===== src/hw/rtl/fbc_pkg.sv =====
// ----------------------------------------------------------------------------
// fbc_pkg
// Shared constants and types of the feistel block cipher core.
// ----------------------------------------------------------------------------
package fbc_pkg;

   localparam int KEY_BITS_DEF = 64;
   localparam int CELL_BITS    = 2;
   localparam int RK_BITS      = 32;
   localparam int DATA_BITS    = 64;
   localparam int ROUND_BITS   = 8;
   localparam int KIND_BITS    = 2;
   localparam int CSR_IDX_BITS = 2;

   // unit kinds
   localparam logic [KIND_BITS-1:0] KIND_BYTE  = 2'd0;
   localparam logic [KIND_BITS-1:0] KIND_PAIR  = 2'd1;
   localparam logic [KIND_BITS-1:0] KIND_BLOCK = 2'd2;

   // register indexes
   localparam logic [CSR_IDX_BITS-1:0] CSR_KEY    = 2'd0;
   localparam logic [CSR_IDX_BITS-1:0] CSR_ROUNDS = 2'd1;
   localparam logic [CSR_IDX_BITS-1:0] CSR_DIR    = 2'd2;

   localparam logic [ROUND_BITS-1:0] ROUNDS_RESET = 8'd16;

   typedef struct packed {
      logic load;
      logic shift;
      logic dir;
   } cell_ctl_type;

   typedef struct packed {
      logic dir;
      logic narrow;
   } round_ctl_type;

endpackage


===== src/hw/rtl/feistel_block_cipher_core.sv =====
// ----------------------------------------------------------------------------
// feistel_block_cipher_core
// Feistel cipher over 8-byte blocks and byte pairs; lone bytes get a key XOR mask.
// ----------------------------------------------------------------------------
//   channel  ports                                       direction
//   req      req_valid/req_ready, unit_kind, data_in      in
//   rsp      rsp_valid/rsp_ready, data_out, kind_out      out
//   csr      csr_we, csr_index, csr_wdata                 in, write only
//
// a block or pair passes round_count rounds from acceptance to the result
// register: one round per cycle through the single round unit, round keys
// taken from a ring of two-bit key cells that rotates once per round.
// lone bytes and undefined kinds run no rounds.
// a new word is taken in the cycle the previous one retires into the
// output register; a stalled output holds only the finishing word.
// synchronous reset sets control and settings (16 rounds), not data; no clear pass.
// ----------------------------------------------------------------------------
module feistel_block_cipher_core #(
   parameter int KEY_BITS = fbc_pkg::KEY_BITS_DEF
) (
   input  logic                              clock,
   input  logic                              reset,
   input  logic                              req_valid,
   output logic                              req_ready,
   input  logic [fbc_pkg::KIND_BITS-1:0]     req_unit_kind,
   input  logic [fbc_pkg::DATA_BITS-1:0]     req_data_in,
   output logic                              rsp_valid,
   input  logic                              rsp_ready,
   output logic [fbc_pkg::DATA_BITS-1:0]     rsp_data_out,
   output logic [fbc_pkg::KIND_BITS-1:0]     rsp_kind_out,
   input  logic                              csr_we,
   input  logic [fbc_pkg::CSR_IDX_BITS-1:0]  csr_index,
   input  logic [KEY_BITS-1:0]               csr_wdata
);

   localparam int CELLS = KEY_BITS / fbc_pkg::CELL_BITS;
   localparam int SH_W  = $clog2(CELLS);

   typedef enum logic {ST_IDLE, ST_RUN} state_type;

   state_type                         state_ff, state_in;
   logic [KEY_BITS-1:0]               key_ff, key_in;
   logic [fbc_pkg::ROUND_BITS-1:0]    rounds_ff, rounds_in;
   logic                              dir_ff, dir_in;
   logic [fbc_pkg::ROUND_BITS-1:0]    cnt_ff, cnt_in;
   logic [fbc_pkg::KIND_BITS-1:0]     kind_ff, kind_in;
   logic [fbc_pkg::RK_BITS-1:0]       a_ff, a_in;
   logic [fbc_pkg::RK_BITS-1:0]       b_ff, b_in;
   logic                              rsp_valid_ff, rsp_valid_in;
   logic [fbc_pkg::DATA_BITS-1:0]     rsp_data_ff, rsp_data_in;
   logic [fbc_pkg::KIND_BITS-1:0]     rsp_kind_ff, rsp_kind_in;

   logic                              out_free;
   logic                              finish;
   logic                              accept;
   logic                              running;
   logic [fbc_pkg::ROUND_BITS-1:0]    last_round;
   logic [SH_W-1:0]                   dec_sh;
   logic [2*KEY_BITS-1:0]             key_dbl;
   logic [KEY_BITS-1:0]               key_load;
   logic [KEY_BITS-1:0]               ring;
   logic [7:0]                        byte_mask;
   logic [fbc_pkg::RK_BITS-1:0]       a_rnd, b_rnd;
   fbc_pkg::cell_ctl_type             cell_ctl;
   fbc_pkg::round_ctl_type            rnd_ctl;

   logic [fbc_pkg::CELL_BITS-1:0]     cell_q [CELLS];

   assign out_free  = !rsp_valid_ff || rsp_ready;
   assign finish    = (state_ff == ST_RUN) && (cnt_ff == '0) && out_free;
   assign running   = (state_ff == ST_RUN) && (cnt_ff != '0);
   assign req_ready = (state_ff == ST_IDLE) || finish;
   assign accept    = req_valid && req_ready;

   // decrypt starts from the last round key: rotation by 2*(rounds-1) mod key width
   assign last_round = rounds_ff - 8'd1;
   assign dec_sh     = last_round[SH_W-1:0];
   assign key_dbl    = {key_ff, key_ff} << {dec_sh, 1'b0};
   assign key_load   = dir_ff ? key_dbl[2*KEY_BITS-1:KEY_BITS] : key_ff;

   assign cell_ctl.load  = accept;
   assign cell_ctl.shift = running;
   assign cell_ctl.dir   = dir_ff;

   for (genvar i = 0; i < CELLS; i++) begin : g_cell
      fbc_key_cell u_cell (
         .clock    (clock),
         .ctl      (cell_ctl),
         .load_val (key_load[i*fbc_pkg::CELL_BITS +: fbc_pkg::CELL_BITS]),
         .from_lo  (cell_q[(i + CELLS - 1) % CELLS]),
         .from_hi  (cell_q[(i + 1) % CELLS]),
         .q        (cell_q[i])
      );
      assign ring[i*fbc_pkg::CELL_BITS +: fbc_pkg::CELL_BITS] = cell_q[i];
   end

   assign rnd_ctl.dir    = dir_ff;
   assign rnd_ctl.narrow = (kind_ff == fbc_pkg::KIND_PAIR);

   fbc_round_unit u_round (
      .ctl    (rnd_ctl),
      .rkey   (ring[fbc_pkg::RK_BITS-1:0]),
      .a      (a_ff),
      .b      (b_ff),
      .a_next (a_rnd),
      .b_next (b_rnd)
   );

   assign byte_mask = key_ff[7:0] ^ key_ff[15:8] ^ key_ff[23:16] ^ rounds_ff;

   always_comb begin
      state_in     = state_ff;
      key_in       = key_ff;
      rounds_in    = rounds_ff;
      dir_in       = dir_ff;
      cnt_in       = cnt_ff;
      kind_in      = kind_ff;
      a_in         = a_ff;
      b_in         = b_ff;
      rsp_valid_in = rsp_valid_ff;
      rsp_data_in  = rsp_data_ff;
      rsp_kind_in  = rsp_kind_ff;

      if (csr_we) begin
         case (csr_index)
            fbc_pkg::CSR_KEY:    key_in    = csr_wdata;
            fbc_pkg::CSR_ROUNDS: rounds_in = csr_wdata[fbc_pkg::ROUND_BITS-1:0];
            fbc_pkg::CSR_DIR:    dir_in    = csr_wdata[0];
            default:             ;
         endcase
      end

      if (finish) begin
         rsp_valid_in = 1'b1;
         rsp_kind_in  = kind_ff;
         if (kind_ff == fbc_pkg::KIND_PAIR) begin
            rsp_data_in = {48'd0, b_ff[7:0], a_ff[7:0]};
         end else begin
            rsp_data_in = {b_ff, a_ff};
         end
      end else if (rsp_ready) begin
         rsp_valid_in = 1'b0;
      end

      if (accept) begin
         state_in = ST_RUN;
         kind_in  = req_unit_kind;
         case (req_unit_kind)
            fbc_pkg::KIND_BYTE: begin
               a_in   = {24'd0, req_data_in[7:0] ^ byte_mask};
               b_in   = '0;
               cnt_in = '0;
            end
            fbc_pkg::KIND_PAIR: begin
               a_in   = {24'd0, req_data_in[7:0]};
               b_in   = {24'd0, req_data_in[15:8]};
               cnt_in = rounds_ff;
            end
            fbc_pkg::KIND_BLOCK: begin
               a_in   = req_data_in[31:0];
               b_in   = req_data_in[63:32];
               cnt_in = rounds_ff;
            end
            default: begin
               // undefined kind passes through
               a_in   = req_data_in[31:0];
               b_in   = req_data_in[63:32];
               cnt_in = '0;
            end
         endcase
      end else if (finish) begin
         state_in = ST_IDLE;
      end else if (running) begin
         a_in   = a_rnd;
         b_in   = b_rnd;
         cnt_in = cnt_ff - 8'd1;
      end
   end

   always_ff @(posedge clock) begin
      if (reset) begin
         state_ff     <= ST_IDLE;
         key_ff       <= '0;
         rounds_ff    <= fbc_pkg::ROUNDS_RESET;
         dir_ff       <= 1'b0;
         rsp_valid_ff <= 1'b0;
      end else begin
         state_ff     <= state_in;
         key_ff       <= key_in;
         rounds_ff    <= rounds_in;
         dir_ff       <= dir_in;
         rsp_valid_ff <= rsp_valid_in;
      end
      cnt_ff      <= cnt_in;
      kind_ff     <= kind_in;
      a_ff        <= a_in;
      b_ff        <= b_in;
      rsp_data_ff <= rsp_data_in;
      rsp_kind_ff <= rsp_kind_in;
   end

   assign rsp_valid    = rsp_valid_ff;
   assign rsp_data_out = rsp_data_ff;
   assign rsp_kind_out = rsp_kind_ff;

endmodule


===== src/hw/rtl/fbc_key_cell.sv =====
// ----------------------------------------------------------------------------
// fbc_key_cell
// One two-bit slice of the key ring; rotates with its neighbors each round.
// ----------------------------------------------------------------------------
module fbc_key_cell (
   input  logic                           clock,
   input  fbc_pkg::cell_ctl_type          ctl,
   input  logic [fbc_pkg::CELL_BITS-1:0]  load_val,
   input  logic [fbc_pkg::CELL_BITS-1:0]  from_lo,
   input  logic [fbc_pkg::CELL_BITS-1:0]  from_hi,
   output logic [fbc_pkg::CELL_BITS-1:0]  q
);

   logic [fbc_pkg::CELL_BITS-1:0] cell_ff;
   logic [fbc_pkg::CELL_BITS-1:0] cell_in;

   // encrypt rotates left (take from lower cell), decrypt rotates right
   always_comb begin
      cell_in = cell_ff;
      if (ctl.load) begin
         cell_in = load_val;
      end else if (ctl.shift) begin
         cell_in = ctl.dir ? from_hi : from_lo;
      end
   end

   always_ff @(posedge clock) begin
      cell_ff <= cell_in;
   end

   assign q = cell_ff;

endmodule


===== src/hw/rtl/fbc_round_unit.sv =====
// ----------------------------------------------------------------------------
// fbc_round_unit
// One feistel round: byte-mixing round function and half swap.
// ----------------------------------------------------------------------------
module fbc_round_unit (
   input  fbc_pkg::round_ctl_type        ctl,
   input  logic [fbc_pkg::RK_BITS-1:0]   rkey,
   input  logic [fbc_pkg::RK_BITS-1:0]   a,
   input  logic [fbc_pkg::RK_BITS-1:0]   b,
   output logic [fbc_pkg::RK_BITS-1:0]   a_next,
   output logic [fbc_pkg::RK_BITS-1:0]   b_next
);

   logic [fbc_pkg::RK_BITS-1:0] src;
   logic [fbc_pkg::RK_BITS-1:0] other;
   logic [fbc_pkg::RK_BITS-1:0] x;
   logic [fbc_pkg::RK_BITS-1:0] f;
   logic [fbc_pkg::RK_BITS-1:0] mask;
   logic [fbc_pkg::RK_BITS-1:0] t;

   always_comb begin
      src   = ctl.dir ? b : a;
      other = ctl.dir ? a : b;
      x     = src ^ rkey;
      f     = {x[23:16] ^ x[31:24], x[15:8] ^ x[31:24],
               x[23:16] ^ x[31:24], x[7:0] ^ x[31:24]};
      // byte pair keeps only the low byte of each half
      mask  = ctl.narrow ? 32'h0000_00ff : 32'hffff_ffff;
      t     = (other ^ f) & mask;
      if (ctl.dir) begin
         a_next = b;
         b_next = t;
      end else begin
         a_next = t;
         b_next = a;
      end
   end

endmodule


===== config.mk =====
export PLATFORM = sky130hd
export DESIGN_NAME = feistel_block_cipher_core
export DESIGN_NICKNAME = d
export VERILOG_FILES = /design/src/hw/rtl/fbc_pkg.sv /design/src/hw/rtl/feistel_block_cipher_core.sv /design/src/hw/rtl/fbc_key_cell.sv /design/src/hw/rtl/fbc_round_unit.sv
export SDC_FILE = /design/constraint.sdc
export NUM_CORES = 1
export LEC_CHECK = 0
export BUFFER_PORTS_ARGS = -buffer_cell sky130_fd_sc_hd__buf_2
export CAP_MARGIN = 10
export CELL_PAD_IN_SITES_DETAIL_PLACEMENT = 1
export CELL_PAD_IN_SITES_GLOBAL_PLACEMENT = 1
export CORE_ASPECT_RATIO = 0.5
export CORE_MARGIN = 5
export CORE_UTILIZATION = 43
export DETAILED_ROUTE_END_ITERATION = 7
export MAX_ROUTING_LAYER = met4
export PLACE_DENSITY = 0.84
export SKIP_CTS_REPAIR_TIMING = 1
export SKIP_LAST_GASP = 1
export SLEW_MARGIN = 10
export SYNTH_ARGS = -nofsm -noshare
export SYNTH_HDL_FRONTEND = slang
export SYNTH_SLANG_ARGS = --single-unit

===== constraint.sdc =====
create_clock -name clock -period 6.55 [get_ports clock]
set_input_delay 0.655 -clock clock [delete_from_list [all_inputs] [get_ports clock]]
set_output_delay 0.655 -clock clock [all_outputs]
set_load 0.1 [all_outputs]

==> flow_summary_export.csv <==
group,metric,value,unit
run_status,status,"finished with violations",
run_status,violations,"DRC",
clock_network,numCtsBuffers,29,
sta,fin_ws,2.45,ns
worst_setup_path,cp-start-kind,"flip-flop",
final_layout,fin_area,21300,um2
global_route,grt_usage,28.9,%
floorplanning,io_pins,205,
synthesis,netlist_instances,1831,
worst_setup_path,setup.worst_path.end_class,"flip-flop",
clock_network,clk_pin_slew,0.06,ns
floorplanning,die_h,159,um
global_route,grt_max_degree,83,
place,io_buffers,204,
sta,worst_slew_pin_slew,1.29,ns
sta,setup_viol,0,
pwr,p_total,6.17,mW
final_layout,ff_latch_area,7630,um2
floorplanning,start_util,43.6,%
sta,fin_crit_sh,62.6,%
global_route,grt_first_pass_wirelength,105000,um
place,preCtsSetupSlack,2.59,ns
clock_network,root_buffer,"clkbuf_16",
sta,timing.setup.tns,0,ns
pwr,p_per_area,289,nW/um2
route,viasPerCell,6.39,
route,drcViolationCount,13,
final_layout,drive_above_1_share,21.2,%
synthesis,ys.flop_type,"edfxtp_1",
synthesis,synth_edf_count,204,
clock_network,clock-sinks,279,
sta,slew_headroom,13.8,%
synthesis,syn-num-nets,1972,
final_layout,fillers,4834,
synthesis,syn-cell-area,19000,um2
route,num_vias,16200,
global_route,grt_pass1_vias,16200,
synthesis,synth_cell_types,63,
sta,hold_viol_final,0,
sta,rsz0062_at_grt,"false",
floorplanning,fp.dieW,307,um
pwr,leakage,7.65,nW
place,place_congestion,1.02,
sta,worst_hold_slack,0.251,ns
route,antenna_left,0,
route,drt-total-wl,70500,um
floorplanning,rows,54,
sta,fmax,0.244,GHz
final_layout,layout.nets,2073,
route,drtIter0Drc,2179,
worst_setup_path,cp.arrival,4.49,ns
route,first_pass_iters,8,
synthesis,yosysSeqAreaShare,40.1,%
clock_network,htreeDepth,1,
route,wl_per_cell,27.7,um
worst_setup_path,path_class,"flip-flop to flip-flop",
clock_network,cts_tree,"yes",
worst_setup_path,cp.required,6.94,ns
sta,skew,0.0148,ns
run,maxCapViolCount,0,
synthesis,yosysWarnings,0,
final_layout,syn_to_final_growth,12.2,%
synthesis,async_flop_share,0,%
synthesis,syn_avg_cell_area,10.4,um2
sta,min_period,4.10,ns
floorplanning,core,43600,um2
pwr,max-vdd-ir-drop,227,uV
floorplanning,dieArea,48800,um2
place,hpwlAfterDp,50300,um
hold_path,hold_path_class,"primary input to flip-flop",
global_route,grt_overflow,0,
final_layout,multi_input_area,10700,um2
place,dpl_cell_area,20400,um2
worst_setup_path,crit_path_max_fanout,65,
sta,drv_slew,0,
global_route,antenna_found_initial,1,
clock_network,clk_latency,0.60,ns
clock_network,cts_buffer_depth,3,
synthesis,ys_ff_latch,279,
-- kinds of logic after synthesis --
family                   Yosys count  synth area share [%]
adder cells (fa/ha/maj)            4                 0.263
AND/OR/NAND/NOR                  485                  12.4
XOR/XNOR                         153                  8.28
buffers and inverters            181                  4.20
flip-flops                       279                  40.1
multiplexers                     290                  19.3
AO/OA/AOI/OAI                    439                  15.5
-- power by group --
part	total, mW	switching, mW	internal, mW
clock network	1.67	0.754	0.912
logic	1.93	1.02	0.908
registers	2.58	0.332	2.24
-- path summary, 6_finish.rpt --
path	start	cells past startpoint	slack [ns]	to
max	cnt_ff[0]	10	2.45	g_cell[25].u_cell.q[0]
min	req_unit_kind[1]	1	0.25	kind_ff[1]
max reg2reg	cnt_ff[0]	10	2.45	g_cell[25].u_cell.q[0]
min reg2reg	kind_ff[1]	0	0.50	rsp_kind_out[1]
-- stage by stage --
stage	std cells	utilization [%]
after floorplan	1831	-
after global placement	2489	46.8
after detailed placement	2489	46.8
after CTS	2540	48.9
after global routing	2541	48.9
final	2541	48.9
-- cells in the final DEF, fill, tap and decap left out, types with 8 or more instances in the layout --
cell,instances
xnor2_1,73
a22oi_1,30
o21ai_1,17
a211oi_1,44
nand3_1,66
buf_4,30
nor2_1,29
a32oi_1,20
mux2_2,50
mux2_1,25
a31oi_1,49
a222oi_1,31
inv_1,12
buf_2,204
and2_1,68
nor2b_1,32
mux2i_1,159
xor2_1,62
mux4_2,52
nand2_1,214
nand2b_1,24
nor3b_1,8
o211ai_1,47
o21ai_0,24
a21oi_1,126
xnor3_1,16
edfxtp_1,204
clkbuf_16,30
dfxtp_1,74
o22ai_1,14
-- cells in the mapped netlist (all sizes together) (4+ instances only) --
cell type	count	area share, %
nand2b	25	0.82
and2	68	2.2
a221oi	6	0.28
or3	7	0.23
xor2	63	2.9
nor3	5	0.16
or2	13	0.43
a211oi	44	1.7
nor2b	32	1.1
edfxtp	204	32
mux2	79	4.8
o22a	7	0.32
nor2	34	0.67
clkbuf	105	2.1
dfxtp	75	7.9
mux4	52	6.2
nor3b	10	0.42
ha	4	0.26
a21oi	126	3.3
a2111oi	5	0.23
xnor2	74	3.4
a31oi	49	1.6
a32oi	20	0.92
xnor3	16	1.9
nand2	216	4.3
nand3	66	1.7
mux2i	159	8.4
o211ai	47	1.9
o22ai	14	0.46
a222oi	31	1.6
o21ai	43	1.1
a2bb2oi	5	0.23
inv	15	0.30
a22oi	30	1.2
buf	61	1.8
-- final cells by class --
| type | instances | area share, % |
|---|---|---|
| flip-flops and latches | 279 | 35.8 |
| diodes | 1 | 0.0117 |
| repair buffers | 236 | 6.03 |
| well taps | 588 | 3.45 |
| clock inverters | 13 | 0.528 |
| clock buffers | 38 | 3.80 |
| multi-input cells | 1371 | 50.1 |
| inverters | 15 | 0.281 |
-- metal layers --
metal  wire length, um  track usage [%]
met5                 0                -
met4              2200             7.65
met3              7710             7.07
met1             29900             40.2
met2             30600             42.7
-- worst max-delay path: stages, from the launching register on --
cell      delay [ns]
edfxtp_1        0.43
inv_1           0.09
ha_1            0.17
or3b_1          0.42
o41ai_2         0.51
buf_4           0.29
nand2_4         0.40
inv_4           0.75
buf_4           0.40
a211oi_1        0.10
a31oi_1         0.31
-- registers in the layout, summed over array words and instances, names as in the netlist --
signal           count
cnt_ff               8
dir_ff               1
rounds_ff            8
kind_ff              2
g_cell.u_cell.q     64
state_ff             1
b_ff                32
rsp_valid            1
rsp_kind_out         2
rsp_data_out        64
key_ff              64
a_ff                32
No activity file was read; power rests on OpenSTA's default activity.
